<file path="config.mk">
export PLATFORM = sky130hd
export DESIGN_NAME = timed_priority_speed_request_table
export DESIGN_NICKNAME = d
export VERILOG_FILES = /design/src/tpsrt_pkg.sv /design/src/tpsrt_mem.sv /design/src/timed_priority_speed_request_table.sv
export SDC_FILE = /design/constraint.sdc
export NUM_CORES = 1
export LEC_CHECK = 0
export BUFFER_PORTS_ARGS = -buffer_cell sky130_fd_sc_hd__buf_2
export CORE_MARGIN = 2
export CORE_UTILIZATION = 50
export DETAILED_ROUTE_END_ITERATION = 10
export GPL_ROUTABILITY_DRIVEN = 1
export HOLD_SLACK_MARGIN = 0.15
export PLACE_DENSITY = 0.66
export RECOVER_POWER = 25
export REMOVE_ABC_BUFFERS = 1
export SYNTH_ARGS = -nofsm -noshare
export SYNTH_HDL_FRONTEND = slang
export SYNTH_SLANG_ARGS = --single-unit
</file>
<file path="constraint.sdc">
create_clock -name i_clk -period 9.4 [get_ports i_clk]
set_input_delay 0.47 -clock i_clk [delete_from_list [all_inputs] [get_ports i_clk]]
set_output_delay 0.47 -clock i_clk [all_outputs]
set_load 0.1 [all_outputs]
</file>
<file path="src/tpsrt_pkg.sv">
// Shared types and constants for the timed priority speed request table.
// Used by the top level and by the entry memory; depends on nothing.
`default_nettype none

package tpsrt_pkg;

    localparam int SPEED_W = 8;
    localparam int MIN_W   = 16;
    localparam int MS_W    = 32;

    localparam logic [SPEED_W-1:0] FALLBACK_RESET = 8'd42;
    localparam logic [MS_W-1:0]    MS_PER_MIN     = 32'd60000;

    localparam logic KIND_ADD  = 1'b0;
    localparam logic KIND_TICK = 1'b1;

    typedef struct packed {
        logic [MS_W-1:0]    rem_ms;
        logic [SPEED_W-1:0] speed;
    } t_entry;

    typedef enum logic [2:0] {
        S_IDLE   = 3'b001,
        S_SCAN   = 3'b010,
        S_FINISH = 3'b100
    } t_state;

endpackage

`default_nettype wire

</file>
<file path="src/tpsrt_mem.sv">
// Entry memory: speed and remaining time of each table slot.
// One write port, one read port with registered read data; uses tpsrt_pkg.
`default_nettype none

module tpsrt_mem #(
    parameter int DEPTH = 8,
    parameter int AW    = 3
) (
    input  wire                  i_clk,
    input  wire                  i_we,
    input  wire [AW-1:0]         i_waddr,
    input  tpsrt_pkg::t_entry    i_wdata,
    input  wire [AW-1:0]         i_raddr,
    output tpsrt_pkg::t_entry    o_rdata
);

    tpsrt_pkg::t_entry r_mem [DEPTH];

    always_ff @(posedge i_clk) begin
        if (i_we) begin
            r_mem[i_waddr] <= i_wdata;
        end
        o_rdata <= r_mem[i_raddr];
    end

endmodule

`default_nettype wire

</file>
<file path="src/timed_priority_speed_request_table.sv">
// Timed priority speed request table: top level with sequencer and output register.
// Depends on tpsrt_pkg and tpsrt_mem.
//
// Usage:
//   Input stream s_axis: tuser = kind (0 add, 1 tick); tdata = speed_value,
//   valid_minutes, clears_queue. Output stream m_axis: one word per input word
//   with accepted, current_speed and speed_changed.
//   Slot speeds and remaining times live in a one-port-read memory; live bits
//   are flip-flops. A tick or an add to a full table walks the memory once,
//   one entry per cycle, reading entry k while writing back entry k-1.
//   An add with zero duration or a free slot goes from accept straight to the
//   finish state and the output register; a tick or an add to a full table
//   first walks the memory. One item is in flight at a time; the next word is
//   taken the cycle after the result sits in the output register, so the block
//   cannot take a new word before it is through with the last one.
//   Reset empties the table at once (live bits clear), held speed 0, fallback
//   speed 42. No clearing pass is needed.
//   When the receiver stalls, the result waits in the output register and a
//   following item, once taken, holds its result until that register drains.
`default_nettype none

module timed_priority_speed_request_table #(
    parameter int QUEUE_DEPTH = 8,
    parameter int TICK_MS     = 100
) (
    input  wire         i_clk,
    input  wire         i_rst_n,
    input  wire         s_axis_tvalid,
    output logic        s_axis_tready,
    input  wire  [31:0] s_axis_tdata,   // speed_value[7:0], valid_minutes[23:8], clears_queue[24]
    input  wire  [0:0]  s_axis_tuser,   // kind[0]
    output logic        m_axis_tvalid,
    input  wire         m_axis_tready,
    output logic [15:0] m_axis_tdata    // accepted[0], current_speed[8:1], speed_changed[9]
);

    localparam int IW = (QUEUE_DEPTH > 1) ? $clog2(QUEUE_DEPTH) : 1;
    localparam int CW = $clog2(QUEUE_DEPTH + 1);
    localparam logic [CW-1:0] CNT_END = CW'(QUEUE_DEPTH);
    localparam logic [tpsrt_pkg::MS_W-1:0] TICK_V = tpsrt_pkg::MS_W'(TICK_MS);

    tpsrt_pkg::t_state r_state;
    logic [CW-1:0]     r_cnt;
    logic              r_dv;
    logic [IW-1:0]     r_didx;
    logic              r_kind;
    logic [7:0]        r_spd;
    logic [15:0]       r_minutes;
    logic              r_clr;
    logic              r_free_hit;
    logic [IW-1:0]     r_tgt;
    logic [7:0]        r_low;
    logic              r_any;
    logic [7:0]        r_best;
    logic [7:0]        r_held;
    logic [7:0]        r_fallback;
    logic              r_was_empty;
    logic [QUEUE_DEPTH-1:0] r_live;
    logic              r_out_valid;
    logic [15:0]       r_out_data;

    logic              w_accept;
    logic              w_go;
    logic              w_free_any;
    logic [IW-1:0]     w_free_idx;
    logic [31:0]       w_ms;
    logic [31:0]       w_rem_dec;
    logic              w_replace;
    logic              w_acc;
    logic [7:0]        n_held;
    logic              w_chg;
    logic              w_we;
    logic [IW-1:0]     w_waddr;
    tpsrt_pkg::t_entry w_wdata;
    tpsrt_pkg::t_entry w_rdata;

    assign s_axis_tready = (r_state == tpsrt_pkg::S_IDLE);
    assign w_accept      = s_axis_tvalid && s_axis_tready;
    assign w_go          = (r_state == tpsrt_pkg::S_FINISH) && (!r_out_valid || m_axis_tready);
    assign m_axis_tvalid = r_out_valid;
    assign m_axis_tdata  = r_out_data;

    always_comb begin
        w_free_any = 1'b0;
        w_free_idx = '0;
        for (int k = QUEUE_DEPTH - 1; k >= 0; k--) begin
            if (!r_live[k]) begin
                w_free_any = 1'b1;
                w_free_idx = IW'(k);
            end
        end
    end

    assign w_ms      = {16'd0, r_minutes} * tpsrt_pkg::MS_PER_MIN;
    assign w_rem_dec = (w_rdata.rem_ms > TICK_V) ? (w_rdata.rem_ms - TICK_V) : '0;
    assign w_replace = (r_minutes != '0) && (r_free_hit || (r_low < r_spd));

    always_comb begin
        n_held = r_held;
        w_acc  = 1'b0;
        if (r_kind == tpsrt_pkg::KIND_TICK) begin
            n_held = r_any ? r_best : r_fallback;
        end else begin
            w_acc = (r_minutes == '0) || w_replace;
        end
        w_chg = (n_held != r_held);
    end

    always_comb begin
        w_we    = 1'b0;
        w_waddr = r_didx;
        w_wdata.rem_ms = w_rem_dec;
        w_wdata.speed  = (w_rem_dec == '0) ? 8'd0 : w_rdata.speed;
        if ((r_state == tpsrt_pkg::S_SCAN) && r_dv &&
            (r_kind == tpsrt_pkg::KIND_TICK) && r_live[r_didx]) begin
            w_we = 1'b1;
        end else if (w_go && (r_kind == tpsrt_pkg::KIND_ADD) && w_replace) begin
            w_we           = 1'b1;
            w_waddr        = r_tgt;
            w_wdata.rem_ms = w_ms;
            w_wdata.speed  = r_spd;
        end
    end

    tpsrt_mem #(
        .DEPTH (QUEUE_DEPTH),
        .AW    (IW)
    ) u_mem (
        .i_clk   (i_clk),
        .i_we    (w_we),
        .i_waddr (w_waddr),
        .i_wdata (w_wdata),
        .i_raddr (r_cnt[IW-1:0]),
        .o_rdata (w_rdata)
    );

    always_ff @(posedge i_clk) begin
        if (!i_rst_n) begin
            r_state     <= tpsrt_pkg::S_IDLE;
            r_cnt       <= '0;
            r_dv        <= 1'b0;
            r_live      <= '0;
            r_held      <= '0;
            r_fallback  <= tpsrt_pkg::FALLBACK_RESET;
            r_was_empty <= 1'b1;
            r_out_valid <= 1'b0;
        end else begin
            if (w_go) begin
                r_out_valid <= 1'b1;
            end else if (m_axis_tready) begin
                r_out_valid <= 1'b0;
            end
            case (r_state)
                tpsrt_pkg::S_IDLE: begin
                    r_dv <= 1'b0;
                    if (w_accept) begin
                        r_kind     <= s_axis_tuser[0];
                        r_spd      <= s_axis_tdata[7:0];
                        r_minutes  <= s_axis_tdata[23:8];
                        r_clr      <= s_axis_tdata[24];
                        r_free_hit <= w_free_any;
                        r_tgt      <= w_free_idx;
                        r_cnt      <= '0;
                        r_any      <= 1'b0;
                        r_best     <= '0;
                        r_low      <= '0;
                        if (s_axis_tuser[0] == tpsrt_pkg::KIND_TICK ||
                            (s_axis_tdata[23:8] != '0 && !w_free_any)) begin
                            r_state <= tpsrt_pkg::S_SCAN;
                        end else begin
                            r_state <= tpsrt_pkg::S_FINISH;
                        end
                    end
                end
                tpsrt_pkg::S_SCAN: begin
                    r_dv   <= (r_cnt < CNT_END);
                    r_didx <= r_cnt[IW-1:0];
                    if (r_cnt != CNT_END) begin
                        r_cnt <= r_cnt + 1'b1;
                    end else begin
                        r_state <= tpsrt_pkg::S_FINISH;
                    end
                    if (r_dv) begin
                        if (r_kind == tpsrt_pkg::KIND_TICK) begin
                            if (r_live[r_didx]) begin
                                if (w_rem_dec == '0) begin
                                    r_live[r_didx] <= 1'b0;
                                end else begin
                                    r_any <= 1'b1;
                                    if (w_rdata.speed > r_best) begin
                                        r_best <= w_rdata.speed;
                                    end
                                end
                            end
                        end else if (r_didx == '0 || w_rdata.speed < r_low) begin
                            r_low <= w_rdata.speed;
                            r_tgt <= r_didx;
                        end
                    end
                end
                tpsrt_pkg::S_FINISH: begin
                    if (w_go) begin
                        r_out_data  <= {6'd0, w_chg, n_held, w_acc};
                        r_state     <= tpsrt_pkg::S_IDLE;
                        if (r_kind == tpsrt_pkg::KIND_TICK) begin
                            r_held <= n_held;
                            if (!r_any) begin
                                r_was_empty <= 1'b1;
                            end else if (r_was_empty) begin
                                r_was_empty <= 1'b0;
                                r_fallback  <= r_held;
                            end
                        end else if (r_minutes == '0) begin
                            r_fallback <= r_spd;
                            if (r_clr) begin
                                r_live <= '0;
                            end
                        end else if (w_replace) begin
                            r_live[r_tgt] <= 1'b1;
                        end
                    end
                end
                default: begin
                    r_dv    <= 1'b0;
                    r_state <= tpsrt_pkg::S_IDLE;
                end
            endcase
        end
    end

`ifndef SYNTH
    a_busy_after_accept: assert property (@(posedge i_clk) disable iff (!i_rst_n)
        w_accept |=> (r_state != tpsrt_pkg::S_IDLE))
        else $error("item accepted but sequencer stayed idle");

    a_cnt_in_range: assert property (@(posedge i_clk) disable iff (!i_rst_n)
        (r_state == tpsrt_pkg::S_SCAN) |-> (r_cnt <= CNT_END))
        else $error("scan counter past table depth");

    a_add_scan_full: assert property (@(posedge i_clk) disable iff (!i_rst_n)
        (r_state == tpsrt_pkg::S_SCAN && r_dv && r_kind == tpsrt_pkg::KIND_ADD) |-> (&r_live))
        else $error("replacement scan with a free slot");

    a_tick_not_accepted: assert property (@(posedge i_clk) disable iff (!i_rst_n)
        (r_out_valid && r_out_data[9]) |-> !r_out_data[0])
        else $error("result word flags both change and accept");
`endif

endmodule

`default_nettype wire

</file>
==> impl_metrics.json <==
{
  "hold_class": "in -> reg",
  "die_w_um": 214,
  "max-vdd-ir-drop_v": 0.000190,
  "drtPass1Iterations": 5,
  "timing.hold.ws_ps": 256,
  "r2r_setup_slack_ps": 3160,
  "rr_endpoint": "u_mem.r_mem[0][33]$_DFFE_PP_",
  "yosys_warnings": 0,
  "grt-ovfl-total": 0,
  "ys.flop_type": "edfxtp_1",
  "area_delta_synth_final_pct": 12.2,
  "period_needed_ps": 6240,
  "die_h_um": 214,
  "ys_types": 68,
  "syn-cell-area_um2": 22000,
  "track_usage_pct": 20.7,
  "antenna_cells": 0,
  "cp_max_fo": 8,
  "hold_viol": 0,
  "finClkSkew_ps": 25.4,
  "clkTransAtPathRegs_ps": 60,
  "final_cell_mix": "edfxtp_1, inv_1, ha_1",
  "synth_seq_cells": 454,
  "max_slew.worst_pin.slew_ps": 3490,
  "nets": 1802,
  "grt_max_degree": 65,
  "grt_pass1_vias": 12800,
  "clk_path_buf_depth": 3,
  "max_cap_violations": 4,
  "endpoint_kind": "register",
  "vias_per_cell": 5.65,
  "slew_headroom_pct": -132,
  "drive_above_1_share_pct": 15.2,
  "status": "finished with violations",
  "drtAntennaViolNets": 0,
  "antenna_found_initial": 0,
  "place_ws_ps": 3170,
  "hp-start": "m_axis_tready",
  "routabilityCongestion": 0.865,
  "vias": 12500,
  "wl_per_cell_um": 20.5,
  "cts_max_level": 2,
  "clock.fmax_mhz": 160,
  "setup-tns-final_ps": 0,
  "yosysTopAreaCell": "edfxtp_1",
  "worstSetupStartpointType": "register",
  "drt_wl_total_um": 45400,
  "dpl.hpwl_um": 28500,
  "avgSynthCellArea_um2": 14.5,
  "yosysTopAreaCellShare_pct": 52.0,
  "rr_worst_depth": 18,
  "power_density_nw_per_um2": 203,
  "yosysSeqAreaShare_pct": 58.7,
  "clock_latency_ps": 600,
  "drc": 0,
  "setup_viol": 0,
  "cts_resized": 0,
  "period_share_pct": 66.4,
  "slew_viol_final": 181,
  "core_um2": 43200,
  "io_pins": 55,
  "crit_type": "reg -> reg",
  "yosys-top-cells-area": "edfxtp_1, mux4_2, dfxtp_1",
  "synthCells": 1513,
  "p_leak_nw": 8.70,
  "grt_pass1_wl_um": 71300,
  "cts_tree": "yes",
  "cts_root_buf": "clkbuf_16",
  "die-area_um2": 45600,
  "drt_iter0_drc": 1003,
  "synth_edf_count": 380,
  "hold_depth": 4,
  "io_buffer_count": 41,
  "violations": "max-capacitance violations, max-slew violations",
  "dp.cells": 2102,
  "start_util_pct": 50.9,
  "async_reset_ff_share_pct": 0,
  "fin_ws_ps": 3160,
  "arrival_ps": 6510,
  "min_to": "m_axis_tvalid$_SDFFE_PN0P_",
  "clkSinkCount": 454,
  "cp_data_required_time_ps": 9670,
  "num_rows": 76,
  "rsz0062_at_grt": "false",
  "layout_commonest_cell": "edfxtp_1",
  "timing.rr.start": "r_minutes[6]$_DFFE_PP_",
  "cts_buffers": 48,
  "final_cells": 2216
}
cells by family (layout without fill, tap and decap cells):
logic type / Yosys count / after routing / synth area share (%)
xor gates and xnor gates: 49 / 49 / 1.95
DFF: 454 / 454 / 58.7
adders and majority gates: 172 / 172 / 11.9
AOI/OAI and AO/OA: 223 / 223 / 6.74
buffers and inverters: 199 / 312 / 3.52
muxes: 132 / 132 / 10.9
other: 1 / 6 / 0.0171
and+or+nand+nor: 283 / 283 / 6.31
stage by stage:
step | utilization, % | total power, mW | cell area [µm²]
2_1_floorplan | - | 2.95 | 21700
3_3_place_gp | 53.0 | 3.18 | 22900
3_5_place_dp | 53.0 | 3.18 | 22900
4_1_cts | 57.2 | 5.05 | 24700
5_1_grt | 57.0 | 5.25 | 24600
6_report | 57.0 | 5.00 | 24600
sequential cells by signal, indices dropped and copies added (netlist names), 3 cells and up:
signal         count
r_held             8
u_mem.o_rdata     40
r_fallback         8
r_best             8
r_didx             3
r_low              8
r_tgt              3
u_mem.r_mem      320
r_minutes         16
r_spd              8
r_live             8
r_state            3
m_axis_tdata      10
r_cnt              4
critical path: stages (launching register included):
cell,delay (ps)
edfxtp_1,570
inv_1,190
fa_1,520
inv_1,60
fa_1,510
fa_1,530
inv_1,60
fa_1,500
fa_1,550
inv_1,40
ha_1,360
and4_1,220
o2111ai_1,90
a21oi_1,270
o21ai_0,190
a21boi_0,260
o221a_2,250
nor3_1,40
o32ai_1,730
what timing repair did:
item                                    in CTS  in global routing
hold buffers                                26                  0
endpoints found under the setup margin       0                  0
hold endpoints to repair                    26                  0
buffers inserted                             0                  0
cell type report:
| type | instances | area (µm²) |
|---|---|---|
| clock buffer | 60 | 1260 |
| clock inverter | 28 | 307 |
| fill | 3493 | 18500 |
| sequential | 454 | 12900 |
| tap | 585 | 732 |
| inverter | 138 | 518 |
| timing repair buffer | 86 | 547 |
| multi-input combinational | 865 | 8380 |
synth_stat cells, types with 3 or more instances:
cell      count
dfxtp_1      74
xor2_1       21
a211oi_1      6
a22o_1       12
nand2b_1      9
buf_1         8
o21bai_1      4
o211ai_1     13
fa_1         61
a31oi_1      12
nor4_1       15
inv_1       137
o22ai_1      13
nor2b_1       9
edfxtp_1    380
a21oi_1      50
a211o_1       3
nor3_1       16
clkbuf_1     45
and2_1       11
ha_1        111
a21boi_0      4
a21o_1       14
mux2_2       50
nor2_1       96
nand4_1      12
o31ai_1       7
mux4_2       80
nand3_1      23
o221a_2       8
and3_1        5
o21a_1        8
or3_1        11
o21ai_0      49
buf_4         6
nand2_1      59
or2_2         3
xnor2_1      28
power breakdown:
part | switching (mW) | leakage [nW] | internal, mW | total [mW]
Sequential | 0.0181 | 4.03 | 2.18 | 2.19
Combinational | 0.547 | 3.92 | 0.402 | 0.949
Clock | 0.791 | 0.751 | 1.07 | 1.86
Total | 1.36 | 8.70 | 3.65 | 5.00
worst max-delay path by stage:
| stage | startpoint | endpoint | slack (ps) | cells after the start |
|---|---|---|---|---|
| after floorplan | r_minutes[6]$_DFFE_PP_ | u_mem.r_mem[0][33]$_DFFE_PP_ | 3910 | 18 |
| after global placement | r_minutes[6]$_DFFE_PP_ | u_mem.r_mem[4][33]$_DFFE_PP_ | 3320 | 18 |
| after detailed placement | r_minutes[6]$_DFFE_PP_ | u_mem.r_mem[5][33]$_DFFE_PP_ | 3170 | 18 |
| after CTS | r_minutes[6]$_DFFE_PP_ | u_mem.r_mem[0][33]$_DFFE_PP_ | 3180 | 18 |
| after global routing | r_cnt[0]$_SDFFE_PN0P_ | u_mem.o_rdata[28]$_DFF_P_ | 2180 | 3 |
| final | r_minutes[6]$_DFFE_PP_ | u_mem.r_mem[0][33]$_DFFE_PP_ | 3160 | 18 |
per-layer routing:
metal	share of wire [%]	up-vias	GRT usage, %
li1	-	5816	-
met1	43	6355	27.8
met2	50	289	35.4
met3	4.5	62	2.96
met4	2.2	0	5.94
met5	0	-	0
Power figures use the tool's default switching activity.
